**src/round_robin_thread_picker_defines.svh**
```systemverilog
// ---------------------------------------------------------------------------
// Round robin thread picker assertion macros
// Concurrent assertion helpers, compiled out when SYNTH is defined.
// ---------------------------------------------------------------------------
`ifndef ROUND_ROBIN_THREAD_PICKER_DEFINES_SVH
`define ROUND_ROBIN_THREAD_PICKER_DEFINES_SVH

`ifndef SYNTH
`define RRTP_ASSERT_IMPL(label, ante, cons) \
  label: assert property (@(posedge clk) disable iff (!rst_n) (ante) |-> (cons)) \
    else $error("rrtp: implication check failed");
`define RRTP_ASSERT_NEXT(label, ante, cons) \
  label: assert property (@(posedge clk) disable iff (!rst_n) (ante) |=> (cons)) \
    else $error("rrtp: next-cycle check failed");
`else
`define RRTP_ASSERT_IMPL(label, ante, cons)
`define RRTP_ASSERT_NEXT(label, ante, cons)
`endif

`endif

```
**src/rrtp_pkg.sv**
```systemverilog
// ---------------------------------------------------------------------------
// Round robin thread picker package
// Sizes, state and mode codes, payload types and control interface types.
// ---------------------------------------------------------------------------
package rrtp_pkg;

  localparam int SLOTS   = 64;
  localparam int SLOT_W  = $clog2(SLOTS);
  localparam int TICK_W  = 32;
  localparam int ID_W    = 6;
  localparam int CNT_W   = 16;
  localparam int TMO_W   = 32;
  localparam int STATE_W = 3;

  typedef logic [STATE_W-1:0] slot_state_t;
  typedef logic [1:0]         mode_t;

  localparam slot_state_t ST_EMPTY        = 3'd0;
  localparam slot_state_t ST_READY        = 3'd1;
  localparam slot_state_t ST_RUNNING      = 3'd2;
  localparam slot_state_t ST_BLOCKED      = 3'd3;
  localparam slot_state_t ST_WAIT_EVENT   = 3'd4;
  localparam slot_state_t ST_WAIT_TIMEOUT = 3'd5;

  localparam mode_t MODE_TICK   = 2'd0;
  localparam mode_t MODE_WRITE  = 2'd1;
  localparam mode_t MODE_SIGNAL = 2'd2;
  localparam mode_t MODE_SCHED  = 2'd3;

  typedef struct packed {
    mode_t             mode;
    logic [ID_W-1:0]   slot;
    slot_state_t       new_state;
    logic [TMO_W-1:0]  wait_timeout;
  } in_item_t;

  typedef struct packed {
    logic [ID_W-1:0] picked_slot;
    logic            went_idle;
  } out_item_t;

  typedef enum logic [2:0] {
    FSM_IDLE,
    FSM_SIGNAL,
    FSM_DEMOTE,
    FSM_SCAN,
    FSM_DONE
  } fsm_t;

  typedef struct packed {
    logic tick_inc;
    logic slot_wr;
    logic cnt_rd;
    logic cnt_inc;
    logic cur_rd;
    logic no_cur;
    logic demote;
    logic scan;
    logic push;
  } cmd_t;

  typedef struct packed {
    logic cur_valid;
    logic hit;
    logic last;
    logic out_full;
  } sts_t;

endpackage

```
**src/rrtp_ctrl.sv**
```systemverilog
// ---------------------------------------------------------------------------
// Round robin thread picker controller
// Sequences tick, slot write, event signal and schedule transactions.
// ---------------------------------------------------------------------------
module rrtp_ctrl (
  input  logic           clk,
  input  logic           rst_n,
  input  logic           in_valid,
  input  rrtp_pkg::mode_t in_mode,
  output logic           in_ready,
  input  rrtp_pkg::sts_t sts,
  output rrtp_pkg::cmd_t cmd
);

  rrtp_pkg::fsm_t state_r, state_nxt;

  always_ff @(posedge clk) begin
    if (!rst_n) begin
      state_r <= rrtp_pkg::FSM_IDLE;
    end else begin
      state_r <= state_nxt;
    end
  end

  always_comb begin
    state_nxt = state_r;
    in_ready  = 1'b0;
    cmd       = '0;
    unique case (state_r)
      rrtp_pkg::FSM_IDLE: begin
        in_ready = 1'b1;
        if (in_valid) begin
          unique case (in_mode)
            rrtp_pkg::MODE_TICK: begin
              cmd.tick_inc = 1'b1;
            end
            rrtp_pkg::MODE_WRITE: begin
              cmd.slot_wr = 1'b1;
            end
            rrtp_pkg::MODE_SIGNAL: begin
              cmd.cnt_rd = 1'b1;
              state_nxt  = rrtp_pkg::FSM_SIGNAL;
            end
            rrtp_pkg::MODE_SCHED: begin
              if (sts.cur_valid) begin
                cmd.cur_rd = 1'b1;
                state_nxt  = rrtp_pkg::FSM_DEMOTE;
              end else begin
                cmd.no_cur = 1'b1;
                state_nxt  = rrtp_pkg::FSM_DONE;
              end
            end
            default: begin
            end
          endcase
        end
      end
      rrtp_pkg::FSM_SIGNAL: begin
        cmd.cnt_inc = 1'b1;
        state_nxt   = rrtp_pkg::FSM_IDLE;
      end
      rrtp_pkg::FSM_DEMOTE: begin
        cmd.demote = 1'b1;
        state_nxt  = rrtp_pkg::FSM_SCAN;
      end
      rrtp_pkg::FSM_SCAN: begin
        cmd.scan = 1'b1;
        if (sts.hit || sts.last) begin
          state_nxt = rrtp_pkg::FSM_DONE;
        end
      end
      rrtp_pkg::FSM_DONE: begin
        if (!sts.out_full) begin
          cmd.push  = 1'b1;
          state_nxt = rrtp_pkg::FSM_IDLE;
        end
      end
      default: begin
        state_nxt = rrtp_pkg::FSM_IDLE;
      end
    endcase
  end

endmodule

```
**config.mk**
```make
export PLATFORM = sky130hd
export DESIGN_NAME = rrtp_ctrl
export DESIGN_NICKNAME = d
export VERILOG_FILES = /design/src/round_robin_thread_picker_defines.svh /design/src/rrtp_pkg.sv /design/src/rrtp_ctrl.sv
export SDC_FILE = /design/constraint.sdc
export NUM_CORES = 1
export LEC_CHECK = 0
export ABC_AREA = 0
export BUFFER_PORTS_ARGS = -buffer_cell sky130_fd_sc_hd__buf_2
export CORE_AREA = 10 10 47 49
export CTS_CLUSTER_SIZE = 12
export DETAILED_ROUTE_END_ITERATION = 12
export DIE_AREA = 0 0 57 59
export PLACE_DENSITY = 0.44
export SYNTH_ARGS = -nofsm -noshare
export SYNTH_HDL_FRONTEND = slang
export SYNTH_SLANG_ARGS = --single-unit
```
**constraint.sdc**
```tcl
create_clock -name clk -period 1.89 [get_ports clk]
set_clock_uncertainty 0.15 [all_clocks]
set_input_delay 0.0945 -clock clk [delete_from_list [all_inputs] [get_ports clk]]
set_output_delay 0.0945 -clock clk [all_outputs]
set_load 0.02 [all_outputs]
```
==> impl_metrics.json, run 1 <==
{
  "max_stage_delay_ns": 0.42,
  "timing.rr.start": "state_r[1]",
  "hold_class": "input pin to flop",
  "drv_cap": 0,
  "cts_buffer_depth": 2,
  "grt_max_degree": 9,
  "clock_latency_ns": 0.24,
  "final_area_um2": 398,
  "path_clk_slew_ns": 0.04,
  "antenna_left": 0,
  "yosys_warnings": 0,
  "die-area_um2": 3360,
  "die_y_um": 59,
  "area_growth_pct": 58.2,
  "worst_slew_pin_slew_ns": 0.234,
  "firstDrtPassIters": 4,
  "critPathCaptureType": "primary output",
  "dp_hpwl_um": 670,
  "start_kind": "flop",
  "ir_worst_vdd_uv": 249,
  "routed_wirelength_um": 784,
  "rrSetupSlack_ns": 0.54,
  "synth_top_area_share_pct": 23.9,
  "cts_root_buffer": "clkbuf_4",
  "hold_viol_final": 0,
  "nets": 65,
  "top_regs": "state_r: 3 flops",
  "cts_buffers": 3,
  "cp-endpoint": "cmd[4]",
  "largest_reg_flops": 3,
  "cts_tree": "yes",
  "antenna_found_initial": 0,
  "synth_nets": 41,
  "tns_ns": 0,
  "die_x_um": 57,
  "critPathBufInv": 2,
  "power.density_nw_per_um2": 609,
  "antennaDiodeCount": 0,
  "layout-drive-gt1-share_pct": 50.9,
  "grt_use_total_pct": 5.26,
  "via_per_inst": 4.34,
  "crit_family": "simple AND/OR/NAND/NOR gates",
  "relSlewSlack_pct": 84.4,
  "grt_setup_unrepaired": "false",
  "maxSlewViolCount": 0,
  "status": "finished clean",
  "period_share_pct": 92.5,
  "setup_viol": 0,
  "layout_common_cells": "18 x buf_2, 5 x nor3_1, 4 x nor2_1",
  "final_common_cell": "buf_2",
  "worstPathRequired_ns": 1.65,
  "route.vias.total": 308,
  "regMostFlops": "state_r",
  "p_leak_nw": 0.189,
  "crit_start": "state_r[1]",
  "critPathKind": "flop to primary output",
  "grt_pass1_vias": 333,
  "syn_inst": 32,
  "path_depth": 5,
  "ys_ff_latch": 3,
  "timing.fmax_mhz": 572,
  "crit_chain": "or3_4, clkinv_2, nand2_1, nor3_1, buf_2",
  "place_congestion": 0.800,
  "yosysTopAreaCell": "dfxtp_1",
  "grt_pass1_wl_um": 1350,
  "slowest_stage": "or3_4",
  "synth.distinct_cells": 19,
  "cts_sinks": 3,
  "port_buffers": 18,
  "cts-htree-levels": 1,
  "grt_overflow": 0,
  "synth_area_um2": 251,
  "r2r-end": "state_r[2]",
  "power_uw": 242,
  "initial_core_util_pct": 17.9,
  "synthTopCellsByArea": "dfxtp_1 24%, nor3_1 10%, nor2_1 6.0%, o21a_1 6.0%, a211oi_2 5.0%",
  "r2r_cells": 4,
  "drt_iter0_drc": 6,
  "hold_start": "in_mode[0]",
  "detail_route.wl_per_cell_um": 11.0,
  "place_area_um2": 362,
  "arrival_ns": 1.50,
  "syn_area_per_cell_um2": 7.86,
  "yosysSeqAreaShare_pct": 23.9,
  "rows": 14,
  "ios": 19,
  "coreArea_um2": 1400,
  "drc": 0,
  "cp_max_fo": 6,
  "n_fill_cell": 173,
  "post_cts_buffers": 0,
  "post-route-min-period_ns": 1.75
}
==> cells in the mapped netlist <==
library cell	number
a211oi_1	1
a211oi_2	1
a21bo_2	1
a31oi_1	1
a41oi_1	1
and3b_2	1
clkinv_2	1
dfxtp_1	3
inv_1	2
nand2_1	3
nand2b_1	1
nand3b_1	1
nand4_2	1
nor2_1	4
nor3_1	5
nor3b_1	1
nor3b_2	1
o21a_1	2
or3_4	1
==> report_power, final <==
group	internal, mW	switching, mW	total (mW)
Sequential	0.0658	0.00328	0.0691
Clock	0.0793	0.0353	0.115
Combinational	0.0252	0.0334	0.0586
==> worst min-delay path by stage <==
| stage | endpoint | depth (start not counted) |
|---|---|---|
| after detailed placement | state_r[0] | 2 |
| after CTS | state_r[2] | 3 |
| after floorplan | state_r[1] | 1 |
| after global placement | state_r[0] | 2 |
| after global routing | state_r[2] | 3 |
| final | state_r[2] | 3 |
==> routing by layer <==
| metal | GRT usage (%) | vias up | routed length [µm] |
|---|---|---|---|
| li1 | - | 166 | - |
| met1 | 4.12 | 131 | 270 |
| met2 | 9.30 | 7 | 439 |
| met3 | 1.93 | 4 | 43 |
| met4 | 6.04 | 0 | 31 |
| met5 | 0 | - | 0 |
==> timing repair <==
action / CTS / global route
hold buffers: 1 / 0
gates resized for setup: 0 / 0
hold endpoints to repair: 2 / 0
==> cells by family (layout without fill, tap and decap cells) <==
group / after synthesis / after routing / share of synthesized area [%]
compound gates: 7 / 7 / 23.9
buf+inv: 3 / 26 / 4.97
flops: 3 / 3 / 23.9
simple gates: 19 / 19 / 47.3
==> cell type report <==
| cell class | count | area [µm²] | area share (%) |
|---|---|---|---|
| flip-flops and latches | 3 | 60.1 | 15.1 |
| inverters | 3 | 12.5 | 3.14 |
| multi-input cells | 26 | 179 | 45.0 |
| clock buffers | 4 | 26.3 | 6.60 |
| well taps | 16 | 20.0 | 5.03 |
| repair buffers | 19 | 100 | 25.2 |
==> worst register-to-register path, stage by stage (launching register included) <==
cell and delay [ns]:
dfxtp_1 0.34, or3_4 0.42, clkinv_2 0.08, nand4_2 0.11, a211oi_2 0.18
==> per-stage QoR <==
step                      worst slack (ns)  utilization [%]  hold WS, ns  cells
after floorplan                      0.217                -       0.0622     32
after global placement               0.390             25.8        0.178     66
after detailed placement             0.375             25.8        0.182     66
after CTS                            0.112             28.4      0.00510     71
after global routing               0.00147             28.4       0.0256     71
final                                0.141             28.4      0.00910     71
(Power assumes the default switching activity.)
==> run 2: changes to the inputs <==
--- a/config.mk
+++ b/config.mk
@@ -5,7 +5,7 @@
 export SDC_FILE = /design/constraint.sdc
 export NUM_CORES = 1
 export LEC_CHECK = 0
-export ABC_AREA = 0
+export ABC_AREA = 1
 export BUFFER_PORTS_ARGS = -buffer_cell sky130_fd_sc_hd__buf_2
 export CORE_AREA = 10 10 47 49
 export CTS_CLUSTER_SIZE = 12
==> run 2 against run 1 <==
  * Final cell count is 21% higher
  * Wire length is 9.2% higher
  * Via count is 15% higher
  * Largest power group is now combinational cells
  * Sequential power is 17% higher
  * Utilization is 0.089 points higher
  * Clock power hardly changed
  * Setup slack better by 0.21 ns
  * Global-route usage is 0.26 points higher
  * Register-to-register slack better by 0.10 ns
==> impl_metrics.json, run 2 <==
{
  "status": "finished clean",
  "synth_area_um2": 253,
  "ir_worst_vdd_uv": 283,
  "cts_buffers": 3,
  "path_clk_slew_ns": 0.04,
  "grt_use_total_pct": 5.51,
  "whs_ns": 0.146,
  "seqCellArea_um2": 60.1,
  "drt_iter0_drc": 4,
  "synth-async-reset-ratio_pct": 0,
  "cts_tree": "yes",
  "nets": 80,
  "rows": 14,
  "dp_hpwl_um": 734,
  "via_per_inst": 4.10,
  "preCtsSetupSlack_ns": 0.580,
  "synth_xor_area_share_pct": 0,
  "cts-htree-levels": 1,
  "synth.area.mux_share_pct": 0,
  "rrSetupSlack_ns": 0.64,
  "post-route-min-period_ns": 1.54,
  "place_congestion": 0.717,
  "synth-compound-area-share_pct": 1.98,
  "arrival_ns": 1.29,
  "yosys.area_share.simple_pct": 65.3,
  "die_x_um": 57,
  "slowest_stage": "dfxtp_1",
  "max_stage_delay_ns": 0.35,
  "hold_class": "input pin to flop",
  "cts_sinks": 3,
  "power_uw": 312,
  "power.density_nw_per_um2": 781,
  "timing.rr.start": "state_r[1]",
  "dp_cells": 81,
  "drc": 0,
  "synth_fa_ha_area_share_pct": 0,
  "hold_start": "sts[2]",
  "yosysSeqAreaShare_pct": 23.8,
  "layout_common_cells": "18 x buf_2, 16 x nor2_1, 7 x nand2_1",
  "r2r_cells": 7,
  "syn_area_per_cell_um2": 5.38,
  "route.vias.total": 353,
  "grt_overflow": 0,
  "grt_pass1_wl_um": 1510,
  "hold_depth": 5,
  "critPathKind": "flop to primary output",
  "critPathCaptureType": "primary output",
  "initial_core_util_pct": 18.0,
  "holdBufCountCts": 1,
  "area_growth_pct": 57.9,
  "port_buffers": 18,
  "routed_wirelength_um": 856,
  "synthTopCellsByArea": "dfxtp_1 24%, nor2_1 24%, nand3_1 12%, nand2_1 10%, inv_1 7.4%",
  "synth_top_area_share_pct": 23.8,
  "top_regs": "state_r: 3 flops",
  "fin_ws_ns": 0.354,
  "cts_root_buffer": "clkbuf_4",
  "multiInputGateArea_um2": 170,
  "synth.distinct_cells": 12,
  "r2r-end": "state_r[0]",
  "period_share_pct": 81.3,
  "post-route-util_pct": 28.5,
  "antenna_left": 0,
  "largest_reg_flops": 3,
  "clock_latency_ns": 0.23,
  "tns_ns": 0,
  "final_area_um2": 399,
  "start_kind": "flop",
  "antenna_found_initial": 0,
  "coreArea_um2": 1400,
  "detail_route.wl_per_cell_um": 9.95,
  "die-area_um2": 3360,
  "hold_viol_final": 0,
  "antennaDiodeCount": 0,
  "post_cts_buffers": 0,
  "syn_inst": 47,
  "regMostFlops": "state_r",
  "synth_nets": 56,
  "synthTopCellsByCount": "16 x nor2_1, 7 x nand2_1, 6 x nand3_1",
  "relSlewSlack_pct": 85.6,
  "place_area_um2": 363,
  "ys_ff_latch": 3,
  "cts_buffer_depth": 2,
  "hold_end": "state_r[2]",
  "die_y_um": 59,
  "layout-drive-gt1-share_pct": 35.7,
  "worstPathRequired_ns": 1.65,
  "yosysTopAreaCell": "dfxtp_1",
  "firstDrtPassIters": 2,
  "grt_pass1_vias": 368,
  "cp_max_fo": 6,
  "yosysMostFrequentCell": "nor2_1",
  "cts_resized": 0,
  "grt_max_degree": 7,
  "yosys_warnings": 0,
  "grt_setup_unrepaired": "false",
  "final_cells": 86,
  "maxSlewViolCount": 0,
  "synth_edf_count": 0,
  "p_leak_nw": 0.235,
  "setup_viol": 0,
  "ys.flop_type": "dfxtp_1",
  "timing.fmax_mhz": 651,
  "final_common_cell": "buf_2",
  "drv_cap": 0,
  "ios": 19,
  "synth_top_family_by_area": "simple AND/OR/NAND/NOR gates",
  "n_fill_cell": 180,
  "worst_slew_pin_slew_ns": 0.213,
  "crit_chain": "nor2_2, nand2_2, nor4b_1, buf_2"
}
## run 2: cell types whose count changed after synthesis, moves of 2 or more
cell / delta
inv_1: +3
nand2_1: +4
nand3_1: +6
nor2_1: +12
nor2_2: +2
nor3_1: -2
o21a_1: -2
## run 2: worst max-delay path, delay by kind of cell, from the launching register on
kind / cells / cell delay (ns)
buffers and inverters: 1 / 0.21
flip-flops: 1 / 0.35
AND/OR/NAND/NOR: 3 / 0.51
## run 2: how the worst max path moves through the flow
stage | start | endpoint | slack, ns | depth (start not counted)
6_report | state_r[0] | cmd[7] | 0.35 | 4
5_1_grt | state_r[0] | cmd[7] | 0.19 | 4
3_5_place_dp | state_r[0] | cmd[7] | 0.58 | 4
3_3_place_gp | state_r[0] | cmd[7] | 0.61 | 4
4_1_cts | state_r[0] | cmd[7] | 0.33 | 4
2_1_floorplan | state_r[0] | cmd[7] | 0.32 | 3
## run 2: cell families after synthesis
family                 Yosys count
AO/OA/AOI/OAI                    1
buffers and inverters            6
flip-flops                       3
AND/OR/NAND/NOR                 37
## run 2: where the power goes
part           switching (mW)  total (mW)  internal [mW]
sequential             0.0102      0.0810         0.0708
combinational          0.0772       0.119         0.0417
clock                  0.0328       0.112         0.0791
## run 2: cell type report
type | instances | area share, %
multi-input cells | 38 | 42.6
repair buffers | 19 | 25.1
flip-flops and latches | 3 | 15.0
clock buffers | 4 | 6.58
inverters | 6 | 5.64
well taps | 16 | 5.02
## run 2: per-layer routing
metal	routed length [µm]	vias to the layer above	GRT usage, %
li1	-	196	-
met1	336	148	5.41
met2	484	9	9.77
met3	36	0	2.79
met4	0	0	2.01
met5	0	-	0
